File: src/rtl/vrd_pkg.sv
// vrd_pkg: types, widths and constant tables shared by the vector rotation core.
// Depends on nothing; imported by every module under rtl/.
package vrd_pkg;

  localparam int FRAC_BITS     = 16;
  localparam int CORDIC_STAGES = 18;
  localparam int GUARD_BITS    = 8;
  localparam int TABLE_LEN     = 30;
  localparam int STG_W         = $clog2(TABLE_LEN);

  // datapath: Q(FRAC_BITS+GUARD_BITS) components, headroom for sqrt(2) growth
  localparam int CW = 32 + GUARD_BITS + 3;
  localparam int ZW = 33;

  // gain product is Q30 times the input, brought down to the guarded format
  localparam int GAIN_SH = 30 - GUARD_BITS;

  // angle reduction: turn = floor((a * 2^(32-F) + 180) / 360) mod 2^32,
  // with 360 = 8 * 45 so the /8 is exact and leaves a divide by 45
  localparam int NRES      = 45;
  localparam int ROUND8    = 180 / 8;
  localparam int ANG_SHIFT = 29 - FRAC_BITS;
  localparam int RES_W     = $clog2(2 * NRES);
  localparam int RU_W      = $clog2(NRES);
  localparam int RECIP_SH  = 37;
  localparam int QW        = 64 - RECIP_SH;
  localparam logic [31:0] RECIP45 = 32'((64'd1 << RECIP_SH) / NRES);
  // the +2^31 offset that makes the angle unsigned, split into quotient and rest
  localparam logic [31:0] BIAS_Q = 32'((64'd1 << 31) / NRES);
  localparam int          BIAS_R = int'((64'd1 << 31) % NRES);

  typedef struct packed {
    logic signed [31:0] vec_x;
    logic signed [31:0] vec_y;
    logic signed [31:0] angle_deg;
  } vrd_in_t;

  typedef struct packed {
    logic signed [31:0] rot_x;
    logic signed [31:0] rot_y;
  } vrd_out_t;

  typedef struct packed {
    logic signed [CW-1:0] x;
    logic signed [CW-1:0] y;
    logic signed [ZW-1:0] z;
  } vrd_rot_t;

  typedef logic [NRES-1:0][31:0] frac_tbl_t;

  // atan(2^-i) in binary-angle units (2^32 = one turn)
  function automatic logic [31:0] atan_turn(input logic [STG_W-1:0] idx);
    logic [31:0] t;
    case (idx)
      0:       t = 32'd536870912;
      1:       t = 32'd316933406;
      2:       t = 32'd167458907;
      3:       t = 32'd85004756;
      4:       t = 32'd42667331;
      5:       t = 32'd21354465;
      6:       t = 32'd10679838;
      7:       t = 32'd5340245;
      8:       t = 32'd2670163;
      9:       t = 32'd1335087;
      10:      t = 32'd667544;
      11:      t = 32'd333772;
      12:      t = 32'd166886;
      13:      t = 32'd83443;
      14:      t = 32'd41722;
      15:      t = 32'd20861;
      16:      t = 32'd10430;
      17:      t = 32'd5215;
      18:      t = 32'd2608;
      19:      t = 32'd1304;
      20:      t = 32'd652;
      21:      t = 32'd326;
      22:      t = 32'd163;
      23:      t = 32'd81;
      24:      t = 32'd41;
      25:      t = 32'd20;
      26:      t = 32'd10;
      27:      t = 32'd5;
      28:      t = 32'd3;
      29:      t = 32'd1;
      default: t = 32'd0;
    endcase
    return t;
  endfunction

  function automatic logic [63:0] isqrt64(input logic [63:0] n);
    logic [63:0] rem;
    logic [63:0] res;
    logic [63:0] b;
    rem = n;
    res = 64'd0;
    b   = 64'd1 << 62;
    for (int i = 0; i < 32; i++) begin
      if (rem >= res + b) begin
        rem = rem - (res + b);
        res = (res >> 1) + b;
      end else begin
        res = res >> 1;
      end
      b = b >> 2;
    end
    return res;
  endfunction

  // restoring long division, elaboration only
  function automatic logic [63:0] udiv64(input logic [63:0] n, input logic [63:0] d);
    logic [63:0] q;
    logic [64:0] rem;
    q   = 64'd0;
    rem = 65'd0;
    for (int i = 63; i >= 0; i--) begin
      rem = {rem[63:0], n[i]};
      if (rem >= {1'b0, d}) begin
        rem  = rem - {1'b0, d};
        q[i] = 1'b1;
      end
    end
    return q;
  endfunction

  // 1/sqrt(prod(1 + 4^-i)) in Q30, elaboration only
  function automatic logic [63:0] gain_q30();
    logic [63:0] p;
    logic [63:0] s;
    p = 64'd1 << 60;
    for (int i = 0; i < CORDIC_STAGES && i < TABLE_LEN; i++) begin
      p = p + (p >> (2 * i));
    end
    s = isqrt64(p);
    if (s == 64'd0) begin
      s = 64'd1;
    end
    return udiv64((64'd1 << 60) + (s >> 1), s);
  endfunction

  // floor((r * 2^ANG_SHIFT + 22) / 45) for each remainder r
  function automatic frac_tbl_t make_frac_tbl();
    frac_tbl_t t;
    for (int r = 0; r < NRES; r++) begin
      t[r] = 32'(udiv64((64'(r) << ANG_SHIFT) + 64'(ROUND8), 64'(NRES)));
    end
    return t;
  endfunction

  localparam logic signed [63:0] GAIN     = signed'(gain_q30());
  localparam frac_tbl_t          FRAC_TBL = make_frac_tbl();

endpackage

File: src/rtl/vrd_round.sv
// vrd_round: drops the guard bits with round-half-up and saturates to 32 bits.
// Holds the output register of the core; uses vrd_pkg.
module vrd_round (
  input  logic              clk,
  input  logic              rst,
  input  logic              up_valid,
  output logic              up_ready,
  input  vrd_pkg::vrd_rot_t up,
  output logic              result_valid,
  input  logic              result_ready,
  output vrd_pkg::vrd_out_t result
);
  import vrd_pkg::*;

  localparam logic signed [CW-1:0] RND = CW'(1) <<< (GUARD_BITS - 1);

  logic                 go;
  logic signed [CW-1:0] rx, ry;

  function automatic logic signed [31:0] sat32(input logic signed [CW-1:0] v);
    logic signed [31:0] r;
    if ((&v[CW-1:31]) || !(|v[CW-1:31])) begin
      r = v[31:0];
    end else if (v[CW-1]) begin
      r = 32'sh8000_0000;
    end else begin
      r = 32'sh7FFF_FFFF;
    end
    return r;
  endfunction

  assign go       = !result_valid || result_ready;
  assign up_ready = go;
  assign rx       = (up.x + RND) >>> GUARD_BITS;
  assign ry       = (up.y + RND) >>> GUARD_BITS;

  always_ff @(posedge clk) begin
    if (rst) begin
      result_valid <= 1'b0;
    end else if (go) begin
      result_valid <= up_valid;
    end
  end

  always_ff @(posedge clk) begin
    if (go) begin
      result.rot_x <= sat32(rx);
      result.rot_y <= sat32(ry);
    end
  end

endmodule

File: config.mk
export PLATFORM = sky130hd
export DESIGN_NAME = vrd_round
export DESIGN_NICKNAME = d
export VERILOG_FILES = /design/src/rtl/vrd_pkg.sv /design/src/rtl/vrd_round.sv
export SDC_FILE = /design/constraint.sdc
export NUM_CORES = 1
export LEC_CHECK = 0
export ABC_AREA = 1
export BUFFER_PORTS_ARGS = -buffer_cell sky130_fd_sc_hd__buf_2
export CORE_UTILIZATION = 40
export DETAILED_ROUTE_END_ITERATION = 7
export PLACE_DENSITY_LB_ADDON = 0.08
export SYNTH_ARGS = -nofsm -noshare
export SYNTH_HDL_FRONTEND = slang
export SYNTH_SLANG_ARGS = --single-unit
File: constraint.sdc
create_clock -name clk -period 1.98 [get_ports clk]
set_input_delay 0.297 -clock clk [delete_from_list [all_inputs] [get_ports clk]]
set_output_delay 0.297 -clock clk [all_outputs]
set_load 0.05 [all_outputs]
==> results.cfg <==
[critical_path]
slowest_stage = nand2_8
path_common_cell = nand2_2
crit_cells = 15
start_kind = input pin
cp.buffers_inverters = 2
cp_cell_sequence = buf_2 -> ha_1 -> nand2_2 -> nor2_4 -> nand2_4 -> nor2_8 -> nand2_1 -> nand2_1 -> nand2_2 -> inv_2 -> nand2_2 -> nand2_4 -> nand2_4 -> nand2_8 -> nand2_2
critPathTopFamily = simple AND/OR/NAND/NOR gates
max_stage_delay_ps = 240
rr_startpoint = result_valid$_SDFFE_PP0P_
endpoint_kind = register
crit_fanout = 31
crit_type = input pin to register
cp.arrival_ps = 1830
r2r_setup_slack_ps = 840
r2r-end = result[62]$_DFFE_PP_
r2r_cells = 2
required_ps = 2060

[power_and_ir_drop]
seqPwrFrac = 0.374
p_sw_mw = 1.59
total_power_mw = 4.60
p_per_area_nw_per_um2 = 717
p_leak_nw = 2.96
switching_share = 0.346
p_int_mw = 3.01
peakVddDrop_v = 0.000497
p_comb_frac = 0.281
pwr-share-clk = 0.344

[outcome]
violations = DRC
status = complete, but fails checks

[drt]
routed_via_density = 4.81
postRouteAntennaNets = 0
dr.pass1.iters = 7
wl_mm = 12.8
drtIter0Drc = 216
drc = 15
num_vias = 4498
post_drt_wl_per_cell_um = 13.6

[floorplanning]
num_rows = 39
die_width_um = 112
die_y_um = 112
dieArea_um2 = 12500
core_area_um2 = 11600
num_io_pins = 189
start_util = 0.416

[synthesis]
synthCells = 585
synth_ff_type = edfxtp_1
yosys_warnings = 0
synth.top_cell.area_share = 0.400
ys_ff_latch = 65
syn_area_per_cell_um2 = 8.22
synthArstFlopShare = 0
synth_most_common_cell = nand2_1
yosys-top-cells-area = edfxtp_1 40%, nand2_1 13%, nand3_1 8.7%, xor2_1 6.0%, nand2_2 5.9%
synthDistinctLibCells = 29
yosys.area.top_type = edfxtp_1
synth_area_um2 = 4810
synth_edf_count = 64
syn-num-nets = 710
synth_seq_area_share = 0.404
synthTopCellsByCount = 170 x nand2_1, 84 x nand3_1, 68 x nor2_1, 64 x edfxtp_1, 45 x nand2_2

[min_path]
min_from = rst
holdPathStages = 2
hold_end = result_valid$_SDFFE_PP0P_
min_path_type = input pin to register

[clocking]
cts_sinks = 65
numCtsBuffers = 9
cts_resized = 0
clock_path_buffers = 2
clock_latency_ps = 340
ctsRootBufferMaster = clkbuf_16
cts_tree = done
clkSlewWorstSetupHoldPaths_ps = 50
htree_levels = 3

[timing]
fin_crit_ps = 1750
fmax_mhz = 572
hold_viol = 0
setup_viol = 0
timing.hold.ws_ps = 101
clock-skew-final_ps = 4.24
fin_ws_ps = 231
fin_crit_sh = 0.883
finalMaxSlewViolations = 0
worst_slew_pin_slew_ps = 340
fin_setup_tns_ps = 0
relSlewSlack = 0.771
rsz0062_at_grt = false

[cells_and_area]
fin_nets = 913
multi_input_area_um2 = 2630
syn2layout_area_growth_pct = 33.6
seq_area_um2 = 1940
drive_above_1_share = 0.388
fin_util = 0.555
n_antenna_cell = 0
fill_cells = 1155

[grt]
grt_first_pass_wirelength_mm = 21.3
grt_start_max_net_pins = 42
grt_use_total = 0.220
grt-ovfl-total = 0
first_global_vias = 4467
antenna_found_initial = 0

[placed_design]
pre_cts_ws_ps = -197
routabilityCongestion = 0.910
portBuffers = 141
hpwlAfterDp_mm = 10.4

[run]
maxCapViolCount = 0
layer usage:
| metal | share of wire | global-route usage |
|---|---|---|
| met2 | 0.47 | 0.368 |
| met4 | 0.020 | 0.0892 |
| met1 | 0.47 | 0.281 |
| met5 | 0 | 0 |
| met3 | 0.044 | 0.0419 |
how the worst max path moves through the flow:
stage / endpoint / from
2_1_floorplan: result[10]$_DFFE_PP_ / up[40]
3_5_place_dp: result[58]$_DFFE_PP_ / up[83]
3_3_place_gp: result[34]$_DFFE_PP_ / up[83]
4_1_cts: result[58]$_DFFE_PP_ / up[83]
5_1_grt: result[51]$_DFFE_PP_ / up[95]
6_report: result[7]$_DFFE_PP_ / up[40]
registers in the layout, indices dropped and copies added, names as in the netlist:
signal / count
result_valid: 1
result: 64
power groups by stage:
stage	Clock, mW	Sequential (mW)	Combinational [mW]
after floorplan	0	2.27	0.400
after global placement	0	1.75	1.30
after detailed placement	0	1.75	1.30
after CTS	1.63	1.73	1.31
after global routing	1.68	1.73	1.39
final	1.58	1.72	1.29
logic make-up after synthesis:
kind of cell	count (synthesis)	share of synthesized area
flip-flops	65	0.404
buffers and inverters	39	0.0515
AO/OA/AOI/OAI	1	0.00104
XOR/XNOR	60	0.109
adder cells (fa/ha/maj)	2	0.00520
AND/OR/NAND/NOR	418	0.429
worst register-to-register path, stage by stage, from the launching register on:
cell and delay (ps):
dfxtp_1 330, nand2_4 200, buf_12 280
layout make-up:
type,count,share of cell area
Multi-Input combinational cell,481,0.409
Tap cell,143,0.0279
Inverter,21,0.0123
Sequential cell,65,0.302
Clock buffer,9,0.0351
Timing Repair Buffer,210,0.202
Clock inverter,7,0.0111
cell usage in the layout, fill, tap and decap left out, types with 12 or more instances in the layout:
cell / instances
nand2_1: 169
inv_1: 18
nor2_1: 68
edfxtp_1: 64
xor2_1: 33
xnor2_1: 27
nand3_1: 84
buf_2: 141
buf_4: 63
nor3_1: 12
nand2_2: 45
repair_timing:
item | 4_1_cts | 5_1_grt
hold endpoints to repair | 0 | 0
setup buffers | 0 | 1
hold buffers | 0 | 0
setup endpoints to repair | 0 | 30
metrics by stage:
stage | instances | cell area (um2)
after floorplan | 585 | 4810
after global placement | 919 | 6120
after detailed placement | 919 | 6120
after CTS | 935 | 6410
after global routing | 936 | 6420
final | 936 | 6420
No activity file was read; power rests on OpenSTA's default activity.
