`src/rtl/vrd_pkg.sv`:
```
// vrd_pkg: types, widths and constant tables shared by the vector rotation core.
// Depends on nothing; imported by every module under rtl/.
package vrd_pkg;

  localparam int FRAC_BITS     = 16;
  localparam int CORDIC_STAGES = 18;
  localparam int GUARD_BITS    = 8;
  localparam int TABLE_LEN     = 30;
  localparam int STG_W         = $clog2(TABLE_LEN);

  // datapath: Q(FRAC_BITS+GUARD_BITS) components, headroom for sqrt(2) growth
  localparam int CW = 32 + GUARD_BITS + 3;
  localparam int ZW = 33;

  // gain product is Q30 times the input, brought down to the guarded format
  localparam int GAIN_SH = 30 - GUARD_BITS;

  // angle reduction: turn = floor((a * 2^(32-F) + 180) / 360) mod 2^32,
  // with 360 = 8 * 45 so the /8 is exact and leaves a divide by 45
  localparam int NRES      = 45;
  localparam int ROUND8    = 180 / 8;
  localparam int ANG_SHIFT = 29 - FRAC_BITS;
  localparam int RES_W     = $clog2(2 * NRES);
  localparam int RU_W      = $clog2(NRES);
  localparam int RECIP_SH  = 37;
  localparam int QW        = 64 - RECIP_SH;
  localparam logic [31:0] RECIP45 = 32'((64'd1 << RECIP_SH) / NRES);
  // the +2^31 offset that makes the angle unsigned, split into quotient and rest
  localparam logic [31:0] BIAS_Q = 32'((64'd1 << 31) / NRES);
  localparam int          BIAS_R = int'((64'd1 << 31) % NRES);

  typedef struct packed {
    logic signed [31:0] vec_x;
    logic signed [31:0] vec_y;
    logic signed [31:0] angle_deg;
  } vrd_in_t;

  typedef struct packed {
    logic signed [31:0] rot_x;
    logic signed [31:0] rot_y;
  } vrd_out_t;

  typedef struct packed {
    logic signed [CW-1:0] x;
    logic signed [CW-1:0] y;
    logic signed [ZW-1:0] z;
  } vrd_rot_t;

  typedef logic [NRES-1:0][31:0] frac_tbl_t;

  // atan(2^-i) in binary-angle units (2^32 = one turn)
  function automatic logic [31:0] atan_turn(input logic [STG_W-1:0] idx);
    logic [31:0] t;
    case (idx)
      0:       t = 32'd536870912;
      1:       t = 32'd316933406;
      2:       t = 32'd167458907;
      3:       t = 32'd85004756;
      4:       t = 32'd42667331;
      5:       t = 32'd21354465;
      6:       t = 32'd10679838;
      7:       t = 32'd5340245;
      8:       t = 32'd2670163;
      9:       t = 32'd1335087;
      10:      t = 32'd667544;
      11:      t = 32'd333772;
      12:      t = 32'd166886;
      13:      t = 32'd83443;
      14:      t = 32'd41722;
      15:      t = 32'd20861;
      16:      t = 32'd10430;
      17:      t = 32'd5215;
      18:      t = 32'd2608;
      19:      t = 32'd1304;
      20:      t = 32'd652;
      21:      t = 32'd326;
      22:      t = 32'd163;
      23:      t = 32'd81;
      24:      t = 32'd41;
      25:      t = 32'd20;
      26:      t = 32'd10;
      27:      t = 32'd5;
      28:      t = 32'd3;
      29:      t = 32'd1;
      default: t = 32'd0;
    endcase
    return t;
  endfunction

  function automatic logic [63:0] isqrt64(input logic [63:0] n);
    logic [63:0] rem;
    logic [63:0] res;
    logic [63:0] b;
    rem = n;
    res = 64'd0;
    b   = 64'd1 << 62;
    for (int i = 0; i < 32; i++) begin
      if (rem >= res + b) begin
        rem = rem - (res + b);
        res = (res >> 1) + b;
      end else begin
        res = res >> 1;
      end
      b = b >> 2;
    end
    return res;
  endfunction

  // restoring long division, elaboration only
  function automatic logic [63:0] udiv64(input logic [63:0] n, input logic [63:0] d);
    logic [63:0] q;
    logic [64:0] rem;
    q   = 64'd0;
    rem = 65'd0;
    for (int i = 63; i >= 0; i--) begin
      rem = {rem[63:0], n[i]};
      if (rem >= {1'b0, d}) begin
        rem  = rem - {1'b0, d};
        q[i] = 1'b1;
      end
    end
    return q;
  endfunction

  // 1/sqrt(prod(1 + 4^-i)) in Q30, elaboration only
  function automatic logic [63:0] gain_q30();
    logic [63:0] p;
    logic [63:0] s;
    p = 64'd1 << 60;
    for (int i = 0; i < CORDIC_STAGES && i < TABLE_LEN; i++) begin
      p = p + (p >> (2 * i));
    end
    s = isqrt64(p);
    if (s == 64'd0) begin
      s = 64'd1;
    end
    return udiv64((64'd1 << 60) + (s >> 1), s);
  endfunction

  // floor((r * 2^ANG_SHIFT + 22) / 45) for each remainder r
  function automatic frac_tbl_t make_frac_tbl();
    frac_tbl_t t;
    for (int r = 0; r < NRES; r++) begin
      t[r] = 32'(udiv64((64'(r) << ANG_SHIFT) + 64'(ROUND8), 64'(NRES)));
    end
    return t;
  endfunction

  localparam logic signed [63:0] GAIN     = signed'(gain_q30());
  localparam frac_tbl_t          FRAC_TBL = make_frac_tbl();

endpackage

```
`src/rtl/vrd_cell.sv`:
```
// vrd_cell: one CORDIC micro-rotation, registered, with its own valid bit.
// Iteration index comes in on a tied port; uses vrd_pkg.
module vrd_cell (
  input  logic                       clk,
  input  logic                       rst,
  input  logic [vrd_pkg::STG_W-1:0]  stage,
  input  logic                       up_valid,
  output logic                       up_ready,
  input  vrd_pkg::vrd_rot_t          up,
  output logic                       dn_valid,
  input  logic                       dn_ready,
  output vrd_pkg::vrd_rot_t          dn
);
  import vrd_pkg::*;

  logic               go;
  logic signed [CW-1:0] xi, yi, dx, dy;
  logic signed [ZW-1:0] zi, da;

  assign go       = !dn_valid || dn_ready;
  assign up_ready = go;

  assign xi = up.x;
  assign yi = up.y;
  assign zi = up.z;
  assign dx = yi >>> stage;
  assign dy = xi >>> stage;
  assign da = signed'(ZW'(atan_turn(stage)));

  always_ff @(posedge clk) begin
    if (rst) begin
      dn_valid <= 1'b0;
    end else if (go) begin
      dn_valid <= up_valid;
    end
  end

  always_ff @(posedge clk) begin
    if (go) begin
      if (!zi[ZW-1]) begin
        dn.x <= xi - dx;
        dn.y <= yi + dy;
        dn.z <= zi - da;
      end else begin
        dn.x <= xi + dx;
        dn.y <= yi - dy;
        dn.z <= zi + da;
      end
    end
  end

  a_hold: assert property (@(posedge clk) disable iff (rst)
    dn_valid && !dn_ready |=> dn_valid && $stable(dn))
    else $error("cell lost or altered a stalled item");

endmodule

```
`config.mk`:
```
export PLATFORM = sky130hd
export DESIGN_NAME = vrd_cell
export DESIGN_NICKNAME = d
export VERILOG_FILES = /design/src/rtl/vrd_pkg.sv /design/src/rtl/vrd_cell.sv
export SDC_FILE = /design/constraint.sdc
export NUM_CORES = 1
export LEC_CHECK = 0
export BUFFER_PORTS_ARGS = -buffer_cell sky130_fd_sc_hd__buf_2
export CAP_MARGIN = 5
export CORE_ASPECT_RATIO = 0.7
export CORE_MARGIN = 8
export CORE_UTILIZATION = 45
export CTS_CLUSTER_DIAMETER = 100
export DETAILED_ROUTE_END_ITERATION = 16
export RECOVER_POWER = 100
export SETUP_SLACK_MARGIN = 0.3
export SLEW_MARGIN = 20
export SYNTH_ARGS = -nofsm -noshare
export SYNTH_HDL_FRONTEND = slang
export SYNTH_SLANG_ARGS = --single-unit
```
`constraint.sdc`:
```
create_clock -name clk -period 20.2 [get_ports clk]
set_input_delay 4.04 -clock clk [delete_from_list [all_inputs] [get_ports clk]]
set_output_delay 4.04 -clock clk [all_outputs]
set_load 0.01 [all_outputs]
```
==> summary by stage <==
Critical path
For the worst setup path, the data required time is 20.41 ns. The capturing element type of the critical path is a register. The kind of critical path is primary input to register. For the worst setup path, the data arrival time is 15.88 ns. Along the worst path, the maximum fanout reaches 50.

The nature of the critical path startpoint is a primary input.

GRT
The via count of the first global-routing pass was 19300. The first global-routing pass estimated 125000 um of wire. For this run the aggregate overflow at the end of global routing stands at 0. The largest net degree at the start of global routing is 64.

The global-route usage over all layers is 32.4%. The number of antenna violations at the first check in global routing was 5.

CTS
The buffer cell driving the clock tree root is sky130_fd_sc_hd__clkbuf_16. The buffer depth of the longest clock path is 2. For this design, the CTS-stage hold fixing added 0 buffers.

Counting every sink on the clock net gives 120. The post-cts resize count is 0. Clock-pin slew was measured on the worst setup and hold paths at 0.06 ns. At the later pin of the worst-skew pair, clock insertion delay measures 0.46 ns. In this run, CTS created clock tree buffers numbering 17.

The number of setup buffers added after CTS is 0. The deepest level of the CTS H-tree is 4. The TritonCTS clock tree is yes.

Synthesis
In this run the biggest area consumer among cell types represents 17.9% of the synthesized area. A synthesized cell averages 8.81 um^2. Among all cell types in the netlist, the one instantiated most often is sky130_fd_sc_hd__nor2_1.

During synthesis, Yosys emitted a total of 0 warnings. In this run, distinct cell masters in the synthesized netlist total 100. Ranked by total cell area, the synthesized netlist is headed by sky130_fd_sc_hd__edfxtp_1, sky130_fd_sc_hd__mux4_2, sky130_fd_sc_hd__ha_1, sky130_fd_sc_hd__xnor2_1, sky130_fd_sc_hd__mux2i_1. In the synthesized netlist, the number of instances is 2261. The proportion of synthesized chip area in sequential cells is 18.0%. The synthesized design contains 119 enable-type register cells.

The synthesized design spends more area on one cell type than any other, namely sky130_fd_sc_hd__edfxtp_1. The post-synth net total is 2529. The share of synthesized registers carrying an async set or reset is 0%. After synthesis, the most frequently instantiated cells are sky130_fd_sc_hd__nor2_1, sky130_fd_sc_hd__a21oi_1, sky130_fd_sc_hd__nand2_1.

After synthesis the cells add up to 19900 um^2. The most used flip-flop cell after synthesis is sky130_fd_sc_hd__edfxtp_1. The number of storage elements in the synthesis netlist is 120.

Power
IR analysis of the VDD net gives a maximum drop of 0.0000558 V. The power per cell area is 78.8 nW/um^2. Summed over all cells, the static leakage comes to 8.69 nW. The total power is 0.00172 W.

Die
The site row count is 64. From left edge to right edge, the die measures 267 um. The vertical die dimension is 192 um. The die area is 51300 um^2. The initial standard-cell utilization of the core is 45.6%. The core region is 43600 um^2. Pin placement for this block handled 249 I/O pins.

Timing
The final sum of negative setup slack is 0 ns. Setup repair after global routing left no endpoint under its margin. Derived from the worst setup path, the maximum achievable clock frequency is 63.8 MHz. The final worst setup slack is 4.53 ns. The max-slew violation count is 300. The smallest clock period supported by the final layout is computed as 15.67 ns. The worst slack on hold paths is 1.26 ns. On the final layout, the worst clock skew is 0.0103 ns. The hold violation count in the final report is 0. The normalized max-slew margin is -182%. Of the available clock period, the critical path in the final layout requires 77.6%. For the pin with the worst max-slew slack, the measured transition is 4.24 ns. The total of endpoints with negative setup slack in the final report is 0.

Detailed routing
The number of DRC violations after detailed-routing iteration 0 is 2273. The highest metal layer carrying signal wires in the routed design is met5. Summed over all nets, wire length on met3 after detailed routing comes to 11800 um. The pre-antenna-repair detailed-routing pass consisted of 7 iterations.

The final route contains 20100 vias. Dividing the detail-routed via count by the number of cells gives 6.64. The sum of routed wire segments on met1 is 38100 um. The mean routed wirelength per cell is 28.3 um.

The routed length on met2 is 33600 um. The total DRC errors in the routed layout is 0. The final layout contains routed wiring with a total length of 85600 um. The detail route stage leaves a number of antenna-violating nets equal to 0.

Final layout
Relative to the synthesized area, the layout overhead comes to 9.74%. The final instance area is 21800 um^2. The share of layout cells above drive strength 1 is 15.8%.

At the end of the flow, the number of nets in the layout was 2684.

Outcome
The run finished, with violations left. The checks that failed: capacitance limit, slew limit.

Placement
Routability-driven placement finished with a final weighted congestion of 1.03. The placed wire-length estimate is 66500 um. During placement, the flow inserted port buffers numbering 248. Once placement finished, the instance area stood at 21400 um^2. The post-place setup slack is 7.88 ns.

Hold path
The min-delay analysis places its worst path in the category register to register.

Flow run
The count of maximum capacitance violations is 7.
[cells by family after synthesis]
kind of cell	synth area share, %
xor gates and xnor gates	9.18
muxes	19.9
adders and majority gates	8.91
DFF	18.0
buffers and inverters	4.76
AOI/OAI and AO/OA	23.6
and+or+nand+nor	15.6
[stage by stage]
stage | utilization, % | std cells
floorplan | - | 2261
global placement | 49.1 | 2991
finish | 50.1 | 3024
CTS | 50.5 | 3022
global route | 50.1 | 3023
detailed placement | 49.1 | 2991
[power by group]
part           leakage (nW)  internal (W)  switching [W]  total [W]
Combinational          7.17      0.000362       0.000596   0.000958
Clock                 0.290      0.000204       0.000127   0.000330
Sequential             1.24      0.000407      0.0000264   0.000434
Total                  8.69      0.000973       0.000749    0.00172
[per-layer routing]
layer | global-route usage, % | vias to the layer above
met1 | 46.2 | 9723
met5 | 1.54 | -
met3 | 14.2 | 127
li1 | - | 8984
met2 | 44.0 | 1233
met4 | 7.81 | 6
[flip-flops by register name, summed over array words and instances (netlist names)]
| register | flops |
|---|---|
| dn_valid | 1 |
| dn | 119 |
[critical path, cell delays in order]
cell	delay (ns)
sky130_fd_sc_hd__buf_4	0.19
sky130_fd_sc_hd__clkbuf_1	1.96
sky130_fd_sc_hd__inv_1	1.69
sky130_fd_sc_hd__clkbuf_1	1.11
sky130_fd_sc_hd__mux2_1	0.73
sky130_fd_sc_hd__mux4_2	0.53
sky130_fd_sc_hd__inv_1	0.08
sky130_fd_sc_hd__ha_1	0.17
sky130_fd_sc_hd__inv_1	0.06
sky130_fd_sc_hd__nor4_1	1.33
sky130_fd_sc_hd__nor4b_1	0.88
sky130_fd_sc_hd__nor2b_1	0.27
sky130_fd_sc_hd__a21oi_1	0.10
sky130_fd_sc_hd__xor2_1	0.17
sky130_fd_sc_hd__ha_1	0.36
sky130_fd_sc_hd__and4_1	0.25
sky130_fd_sc_hd__a31o_2	0.25
sky130_fd_sc_hd__a221oi_1	0.45
sky130_fd_sc_hd__nand3_1	0.11
sky130_fd_sc_hd__nand3b_1	0.21
sky130_fd_sc_hd__nand4_1	0.13
sky130_fd_sc_hd__nand2_1	0.11
sky130_fd_sc_hd__a221o_1	0.34
sky130_fd_sc_hd__a21oi_1	0.17
sky130_fd_sc_hd__xnor2_1	0.09
[layout by cell type, fill, tap and decap left out, drive strengths merged, types with 60 or more instances in the layout]
cell type,Yosys,routed
buf,83,151
o21ai,111,111
edfxtp,119,119
mux4,102,102
a21o,60,60
xor2,81,81
clkbuf,59,144
mux2i,99,99
nor2,200,200
nand2,159,159
a21oi,191,191
ha,137,137
inv,62,61
xnor2,125,125
[worst paths after layout]
check,start,end,slack (ns),depth (start not counted)
max,stage[1],dn[75]$_DFFE_PP_,4.53,25
min reg2reg,dn_valid$_SDFFE_PP0P_,dn[86]$_DFFE_PP_,1.26,1
max reg2reg,dn_valid$_SDFFE_PP0P_,dn[12]$_DFFE_PP_,16.36,2
min,dn_valid$_SDFFE_PP0P_,dn[86]$_DFFE_PP_,1.26,1
[final cells by class]
class | count | area (um^2)
Fill cell | 4285 | 21800
Multi-Input combinational cell | 1937 | 15400
Sequential cell | 120 | 3590
Timing Repair Buffer | 278 | 1310
Tap cell | 594 | 743
Clock buffer | 17 | 425
Inverter | 62 | 233
Clock inverter | 14 | 183
Antenna cell | 2 | 5.00
(Power assumes the default switching activity.)
