===== config.mk =====
export PLATFORM = sky130hd
export DESIGN_NAME = vrd_front
export DESIGN_NICKNAME = d
export VERILOG_FILES = /design/src/rtl/vrd_pkg.sv /design/src/rtl/vrd_front.sv
export SDC_FILE = /design/constraint.sdc
export NUM_CORES = 2
export LEC_CHECK = 0
export ABC_AREA = 1
export BUFFER_PORTS_ARGS = -buffer_cell sky130_fd_sc_hd__buf_2
export CORE_MARGIN = 2
export CORE_UTILIZATION = 50
export CTS_CLUSTER_SIZE = 20
export DETAILED_ROUTE_END_ITERATION = 8
export GPL_ROUTABILITY_DRIVEN = 0
export PLACE_DENSITY = 0.66
export SLEW_MARGIN = 10
export SYNTH_ARGS = -nofsm -noshare
export SYNTH_HDL_FRONTEND = slang
export SYNTH_SLANG_ARGS = --single-unit

===== constraint.sdc =====
create_clock -name clk -period 40.3 [get_ports clk]
set_input_delay 12.09 -clock clk [delete_from_list [all_inputs] [get_ports clk]]
set_output_delay 12.09 -clock clk [all_outputs]
set_load 0.03 [all_outputs]

===== src/rtl/vrd_pkg.sv =====
// vrd_pkg: types, widths and constant tables shared by the vector rotation core.
// Depends on nothing; imported by every module under rtl/.
package vrd_pkg;

  localparam int FRAC_BITS     = 16;
  localparam int CORDIC_STAGES = 18;
  localparam int GUARD_BITS    = 8;
  localparam int TABLE_LEN     = 30;
  localparam int STG_W         = $clog2(TABLE_LEN);

  // datapath: Q(FRAC_BITS+GUARD_BITS) components, headroom for sqrt(2) growth
  localparam int CW = 32 + GUARD_BITS + 3;
  localparam int ZW = 33;

  // gain product is Q30 times the input, brought down to the guarded format
  localparam int GAIN_SH = 30 - GUARD_BITS;

  // angle reduction: turn = floor((a * 2^(32-F) + 180) / 360) mod 2^32,
  // with 360 = 8 * 45 so the /8 is exact and leaves a divide by 45
  localparam int NRES      = 45;
  localparam int ROUND8    = 180 / 8;
  localparam int ANG_SHIFT = 29 - FRAC_BITS;
  localparam int RES_W     = $clog2(2 * NRES);
  localparam int RU_W      = $clog2(NRES);
  localparam int RECIP_SH  = 37;
  localparam int QW        = 64 - RECIP_SH;
  localparam logic [31:0] RECIP45 = 32'((64'd1 << RECIP_SH) / NRES);
  // the +2^31 offset that makes the angle unsigned, split into quotient and rest
  localparam logic [31:0] BIAS_Q = 32'((64'd1 << 31) / NRES);
  localparam int          BIAS_R = int'((64'd1 << 31) % NRES);

  typedef struct packed {
    logic signed [31:0] vec_x;
    logic signed [31:0] vec_y;
    logic signed [31:0] angle_deg;
  } vrd_in_t;

  typedef struct packed {
    logic signed [31:0] rot_x;
    logic signed [31:0] rot_y;
  } vrd_out_t;

  typedef struct packed {
    logic signed [CW-1:0] x;
    logic signed [CW-1:0] y;
    logic signed [ZW-1:0] z;
  } vrd_rot_t;

  typedef logic [NRES-1:0][31:0] frac_tbl_t;

  // atan(2^-i) in binary-angle units (2^32 = one turn)
  function automatic logic [31:0] atan_turn(input logic [STG_W-1:0] idx);
    logic [31:0] t;
    case (idx)
      0:       t = 32'd536870912;
      1:       t = 32'd316933406;
      2:       t = 32'd167458907;
      3:       t = 32'd85004756;
      4:       t = 32'd42667331;
      5:       t = 32'd21354465;
      6:       t = 32'd10679838;
      7:       t = 32'd5340245;
      8:       t = 32'd2670163;
      9:       t = 32'd1335087;
      10:      t = 32'd667544;
      11:      t = 32'd333772;
      12:      t = 32'd166886;
      13:      t = 32'd83443;
      14:      t = 32'd41722;
      15:      t = 32'd20861;
      16:      t = 32'd10430;
      17:      t = 32'd5215;
      18:      t = 32'd2608;
      19:      t = 32'd1304;
      20:      t = 32'd652;
      21:      t = 32'd326;
      22:      t = 32'd163;
      23:      t = 32'd81;
      24:      t = 32'd41;
      25:      t = 32'd20;
      26:      t = 32'd10;
      27:      t = 32'd5;
      28:      t = 32'd3;
      29:      t = 32'd1;
      default: t = 32'd0;
    endcase
    return t;
  endfunction

  function automatic logic [63:0] isqrt64(input logic [63:0] n);
    logic [63:0] rem;
    logic [63:0] res;
    logic [63:0] b;
    rem = n;
    res = 64'd0;
    b   = 64'd1 << 62;
    for (int i = 0; i < 32; i++) begin
      if (rem >= res + b) begin
        rem = rem - (res + b);
        res = (res >> 1) + b;
      end else begin
        res = res >> 1;
      end
      b = b >> 2;
    end
    return res;
  endfunction

  // restoring long division, elaboration only
  function automatic logic [63:0] udiv64(input logic [63:0] n, input logic [63:0] d);
    logic [63:0] q;
    logic [64:0] rem;
    q   = 64'd0;
    rem = 65'd0;
    for (int i = 63; i >= 0; i--) begin
      rem = {rem[63:0], n[i]};
      if (rem >= {1'b0, d}) begin
        rem  = rem - {1'b0, d};
        q[i] = 1'b1;
      end
    end
    return q;
  endfunction

  // 1/sqrt(prod(1 + 4^-i)) in Q30, elaboration only
  function automatic logic [63:0] gain_q30();
    logic [63:0] p;
    logic [63:0] s;
    p = 64'd1 << 60;
    for (int i = 0; i < CORDIC_STAGES && i < TABLE_LEN; i++) begin
      p = p + (p >> (2 * i));
    end
    s = isqrt64(p);
    if (s == 64'd0) begin
      s = 64'd1;
    end
    return udiv64((64'd1 << 60) + (s >> 1), s);
  endfunction

  // floor((r * 2^ANG_SHIFT + 22) / 45) for each remainder r
  function automatic frac_tbl_t make_frac_tbl();
    frac_tbl_t t;
    for (int r = 0; r < NRES; r++) begin
      t[r] = 32'(udiv64((64'(r) << ANG_SHIFT) + 64'(ROUND8), 64'(NRES)));
    end
    return t;
  endfunction

  localparam logic signed [63:0] GAIN     = signed'(gain_q30());
  localparam frac_tbl_t          FRAC_TBL = make_frac_tbl();

endpackage


===== src/rtl/vrd_front.sv =====
// vrd_front: angle reduction to a binary angle, gain scaling and quadrant fold.
// Five register stages with per-stage flow control; uses vrd_pkg.
module vrd_front (
  input  logic              clk,
  input  logic              rst,
  input  logic              item_valid,
  output logic              item_ready,
  input  vrd_pkg::vrd_in_t  item,
  output logic              rot_valid,
  input  logic              rot_ready,
  output vrd_pkg::vrd_rot_t rot
);
  import vrd_pkg::*;

  localparam logic signed [31:0] QTR     = 32'sh4000_0000;
  localparam logic signed [63:0] RND_POS = 64'sd1 <<< (GAIN_SH - 1);
  localparam logic signed [63:0] RND_NEG = RND_POS + 64'sd1;

  logic v1, v2, v3, v4;
  logic go1, go2, go3, go4, go5;

  logic [31:0]        ua;
  logic [63:0]        pa1;
  logic [31:0]        ua1;
  logic signed [63:0] px1, py1, px2, py2, px3, py3, px4, py4;

  logic [QW-1:0]      q0;
  logic [31:0]        r0_full;
  logic [QW-1:0]      q2;
  logic [RES_W-1:0]   r0_2;

  logic               corr;
  logic [QW-1:0]      qu3;
  logic [RU_W-1:0]    ru3;

  logic               lo;
  logic [31:0]        qa;
  logic [RES_W-1:0]   ra_full;
  logic [RU_W-1:0]    ra;
  logic [31:0]        turn4;

  logic signed [31:0] z;
  logic               fold;
  logic [31:0]        zf;
  logic signed [63:0] vx, vy;

  // a stage loads when it is empty or its contents move on
  assign go5        = !rot_valid || rot_ready;
  assign go4        = !v4 || go5;
  assign go3        = !v3 || go4;
  assign go2        = !v2 || go3;
  assign go1        = !v1 || go2;
  assign item_ready = go1;

  always_ff @(posedge clk) begin
    if (rst) begin
      v1        <= 1'b0;
      v2        <= 1'b0;
      v3        <= 1'b0;
      v4        <= 1'b0;
      rot_valid <= 1'b0;
    end else begin
      if (go1) v1 <= item_valid;
      if (go2) v2 <= v1;
      if (go3) v3 <= v2;
      if (go4) v4 <= v3;
      if (go5) rot_valid <= v4;
    end
  end

  // stage 1: reciprocal multiply for /45, gain multiplies
  assign ua = unsigned'(item.angle_deg) ^ 32'h8000_0000;

  always_ff @(posedge clk) begin
    if (go1) begin
      pa1 <= 64'(ua) * 64'(RECIP45);
      ua1 <= ua;
      px1 <= 64'(item.vec_x) * GAIN;
      py1 <= 64'(item.vec_y) * GAIN;
    end
  end

  // stage 2: quotient estimate, low by at most one
  assign q0      = pa1[63:RECIP_SH];
  assign r0_full = ua1 - 32'(q0) * 32'(NRES);

  always_ff @(posedge clk) begin
    if (go2) begin
      q2   <= q0;
      r0_2 <= RES_W'(r0_full);
      px2  <= px1;
      py2  <= py1;
    end
  end

  // stage 3: one correction step
  assign corr = r0_2 >= RES_W'(NRES);

  always_ff @(posedge clk) begin
    if (go3) begin
      qu3 <= q2 + QW'(corr);
      ru3 <= corr ? RU_W'(r0_2 - RES_W'(NRES)) : RU_W'(r0_2);
      px3 <= px2;
      py3 <= py2;
    end
  end

  // stage 4: remove the unsigned offset, then build the binary angle
  assign lo      = ru3 < RU_W'(BIAS_R);
  assign qa      = 32'(qu3) - BIAS_Q - 32'(lo);
  assign ra_full = lo ? RES_W'(ru3) + RES_W'(NRES - BIAS_R)
                      : RES_W'(ru3) - RES_W'(BIAS_R);
  assign ra      = RU_W'(ra_full);

  always_ff @(posedge clk) begin
    if (go4) begin
      turn4 <= (qa << ANG_SHIFT) + FRAC_TBL[ra];
      px4   <= px3;
      py4   <= py3;
    end
  end

  // stage 5: fold outside +-90 degrees; -p + r written as ~p + (r + 1)
  assign z    = signed'(turn4);
  assign fold = (z > QTR) || (z < -QTR);
  assign zf   = fold ? (turn4 ^ 32'h8000_0000) : turn4;
  assign vx   = (fold ? ~px4 : px4) + (fold ? RND_NEG : RND_POS);
  assign vy   = (fold ? ~py4 : py4) + (fold ? RND_NEG : RND_POS);

  always_ff @(posedge clk) begin
    if (go5) begin
      rot.x <= CW'(vx >>> GAIN_SH);
      rot.y <= CW'(vy >>> GAIN_SH);
      rot.z <= ZW'(signed'(zf));
    end
  end

  a_rem_bound: assert property (@(posedge clk) disable iff (rst)
    v2 |-> r0_2 < RES_W'(2 * NRES))
    else $error("reciprocal quotient estimate off by more than one");

  a_ru_bound: assert property (@(posedge clk) disable iff (rst)
    v3 |-> ru3 < RU_W'(NRES))
    else $error("remainder not reduced below 45");

  a_fold_range: assert property (@(posedge clk) disable iff (rst)
    rot_valid |-> (rot.z <= ZW'(QTR)) && (rot.z >= -ZW'(QTR)))
    else $error("folded angle outside the convergence range");

endmodule


==> impl_metrics.json <==
{
  "ys_seq_area_share_pct": 25.06,
  "grt_overflow": 0,
  "grt_setup_unrepaired": "no",
  "area_growth_pct": 6.802,
  "cp-start-kind": "primary input",
  "required_arrival_time_at_the_worst_endpoint_ps": 28210,
  "synth_largest_area_cell": "sky130_fd_sc_hd__fa_1",
  "overall_via_count_from_detail_route": 62087,
  "synthesis.nets": 11562,
  "finalWirelength_um": 230000,
  "cts-resized-gates": 0,
  "slew_at_the_pin_with_the_worst_max_slew_slack_ps": 1133,
  "portBuffers": 220,
  "drt-wirelength-per-cell_um": 19.54,
  "worst_clock_skew_ps": 15.89,
  "cts_tree": "yes",
  "drive_above_1_share_pct": 3.890,
  "fp-row-count": 152,
  "period_needed_ps": 26960,
  "timing.slew.headroom_pct": 24.18,
  "drc_errors_left": 0,
  "result_of_the_run": "finished clean",
  "worst_hold_path.endpoint": "py4[42]$_DFFE_PP_",
  "crit_type": "primary input to output port",
  "setup_viol": 0,
  "grt_max_degree": 94,
  "ant_nets": 0,
  "timing.max_cap.violations": 0,
  "numClockSinks": 726,
  "synth_area_leaders": "sky130_fd_sc_hd__fa_1 (27%), sky130_fd_sc_hd__edfxtp_1 (25%), sky130_fd_sc_hd__ha_1 (16%)",
  "final.period_utilization_pct": 66.91,
  "r2r-end": "rot[83]$_DFFE_PP_",
  "worst_ep_arrival_time_ps": 14870,
  "htreeDepth": 3,
  "critical_path.slowest_cell": "sky130_fd_sc_hd__inv_6",
  "die-area_um2": 176900,
  "grt_pass1_wl_um": 359000,
  "finalWorstSetupSlack_ps": 13340,
  "die_h_um": 420.6,
  "place.detailed.hpwl_um": 199200,
  "post_drt_via_cell_ratio": 5.274,
  "worstSkewPairLatency_ps": 630,
  "globalRouteTotalUtil_pct": 26.60,
  "clock_path_buffers": 3,
  "critical_path_depth": 10,
  "post_synthesis_cell_count": 9186,
  "cts_hold_repair.buffers": 0,
  "detailedPlace.worstSlack_ps": 13100,
  "critical_path_cell_list": "buf_2 > nor2_1 > inv_4 > nor2_1 > inv_6 > nor2_1 > inv_6 > nor2_1 > nand2_4 > buf_2",
  "cpLargestDelayFamily": "buffers and inverters",
  "worstHoldPathCells": 0,
  "root_buffer": "sky130_fd_sc_hd__clkbuf_16",
  "tritoncts.num_buffers": 67,
  "rr_worst_depth": 16,
  "setup_total_negative_slack_ps": 0,
  "timing.critical_path.buf_inv": 5,
  "fp.dieW_um": 420.6,
  "io_pins": 221,
  "final_net_count": 11785,
  "setup.worst_path.end_class": "output port",
  "worst_hold_startpoint": "py3[42]$_DFFE_PP_",
  "count_of_flip_flops_with_a_built_in_enable_after_synthesis": 721,
  "synth-main-ff-cell": "sky130_fd_sc_hd__edfxtp_1",
  "core_area_um2": 172100,
  "worstReg2RegStart": "turn4[13]$_DFFE_PP_",
  "detailedRoute.firstPassIterationCount": 6,
  "hp-class": "flop to flop",
  "path_clk_slew_ps": 60,
  "yosys.cell_types.count": 52,
  "worst_path_largest_cell_delay_ps": 590,
  "grt_pass1_vias": 64358,
  "report.final.hold_viol_count": 0,
  "cp_max_fo": 88,
  "postSynthAreaPerCell_um2": 9.448,
  "netlist_area_um2": 86790,
  "finalCoreUtilization_pct": 53.86,
  "ys.warnings.count": 0,
  "reg2reg_slack_ps": 35090,
  "initial_utilization_pct": 50.43,
  "dr.first_iter.drc_count": 5214,
  "cts_setup_buffers": 0,
  "antenna_found_initial": 1,
  "worst_hold_slack_ps": 406.6,
  "crit_top_cell": "sky130_fd_sc_hd__nor2_1",
  "postSynthRegisterBits": 726,
  "netlist.area_leader.share_pct": 27.36,
  "maxClockFrequency_mhz": 37.09,
  "maxSlewViolCount": 0,
  "synth_async_sr_flop_share_pct": 0
}
[kinds of logic after synthesis]
kind of cell,count (synthesis),share of synthesized area (%)
and+or+nand+nor,2561,11.97
AOI/OAI and AO/OA,722,4.796
DFF,726,25.06
adders and majority gates,2276,43.07
xor gates and xnor gates,426,4.308
buffers and inverters,2475,10.79
[worst max path at each step]
| stage | from | end | slack [ps] |
|---|---|---|---|
| after floorplan | rot_ready | item_ready | 3770 |
| after global placement | rot_ready | item_ready | 13120 |
| after detailed placement | rot_ready | item_ready | 13100 |
| after CTS | rot_ready | item_ready | 13100 |
| after global routing | rot_ready | item_ready | 12950 |
| final | rot_ready | item_ready | 13340 |
[per-stage QoR]
stage          area (µm²)  std cells
2_1_floorplan       86790       9186
3_3_place_gp        90560      11649
3_5_place_dp        90560      11649
4_1_cts             92660      11768
5_1_grt             92690      11769
6_report            92690      11772
[layer usage]
metal  up-vias  track usage (%)  wire length (µm)
met4         0            11.70             11930
met5         -                0                 0
met3       562            4.381             17470
li1      28907                -                 -
met1     30163            35.59             96270
met2      2455            42.70            104400
[cell type report]
class,instances,area (µm²)
fillers,15285,79420
multi-input cells,5985,55700
flip-flops and latches,726,21750
inverters,2392,8996
well taps,2310,2890
clock buffers,75,1707
repair buffers,237,1249
clock inverters,44,395.4
diodes,3,7.507
[Yosys cell counts (4+ instances only)]
library cell / number
sky130_fd_sc_hd__o211ai_1: 16
sky130_fd_sc_hd__a31oi_1: 44
sky130_fd_sc_hd__nor3_1: 56
sky130_fd_sc_hd__clkbuf_1: 28
sky130_fd_sc_hd__a21boi_0: 13
sky130_fd_sc_hd__xor2_1: 310
sky130_fd_sc_hd__dfxtp_1: 5
sky130_fd_sc_hd__ha_1: 1090
sky130_fd_sc_hd__fa_1: 1186
sky130_fd_sc_hd__xnor2_1: 115
sky130_fd_sc_hd__nor2_1: 657
sky130_fd_sc_hd__o22ai_1: 7
sky130_fd_sc_hd__a21o_1: 49
sky130_fd_sc_hd__nor4_1: 14
sky130_fd_sc_hd__inv_1: 2383
sky130_fd_sc_hd__buf_2: 47
sky130_fd_sc_hd__nand2_1: 1388
sky130_fd_sc_hd__o2111ai_1: 4
sky130_fd_sc_hd__or2_2: 12
sky130_fd_sc_hd__edfxtp_1: 721
sky130_fd_sc_hd__o31ai_1: 7
sky130_fd_sc_hd__a221oi_1: 6
sky130_fd_sc_hd__inv_2: 6
sky130_fd_sc_hd__o21ai_1: 12
sky130_fd_sc_hd__nand4_1: 51
sky130_fd_sc_hd__and3_1: 7
sky130_fd_sc_hd__nand3_1: 364
sky130_fd_sc_hd__o21a_1: 10
sky130_fd_sc_hd__nand3b_1: 5
sky130_fd_sc_hd__a21oi_1: 298
sky130_fd_sc_hd__o21bai_1: 60
sky130_fd_sc_hd__buf_4: 5
sky130_fd_sc_hd__o21ai_0: 181
[placed cells by master (no fill, tap or decap), drive strengths merged, types with 2 or more instances in the layout]
| cell | count |
|---|---|
| a211oi | 3 |
| clkbuf | 75 |
| nor4 | 14 |
| and2 | 2 |
| nand2 | 1390 |
| inv | 2392 |
| o21ai | 195 |
| o2111ai | 4 |
| and3 | 7 |
| a21oi | 299 |
| bufinv | 4 |
| o31ai | 7 |
| buf | 237 |
| nand3b | 5 |
| or2 | 12 |
| a21boi | 13 |
| o21a | 10 |
| edfxtp | 721 |
| xor2 | 311 |
| fa | 1186 |
| a31oi | 44 |
| ha | 1090 |
| clkinv | 32 |
| clkinvlp | 8 |
| a22o | 3 |
| xnor2 | 115 |
| o22ai | 7 |
| nand3 | 364 |
| nor3 | 56 |
| a21o | 49 |
| o211ai | 16 |
| a221oi | 6 |
| diode | 3 |
| nor2 | 658 |
| o21bai | 60 |
| dfxtp | 5 |
| nand4 | 51 |
[state kept, by name, indices dropped and copies added (netlist names), 32 cells and up]
signal and cells:
px1 62, py4 62, py3 62, py2 62, turn4 32, px2 62
rot 116, px3 62, py1 62, px4 62
Power is left out: the tool's default activity adds up to more than one toggle a clock period on the data nets, which glitch-free logic cannot reach.
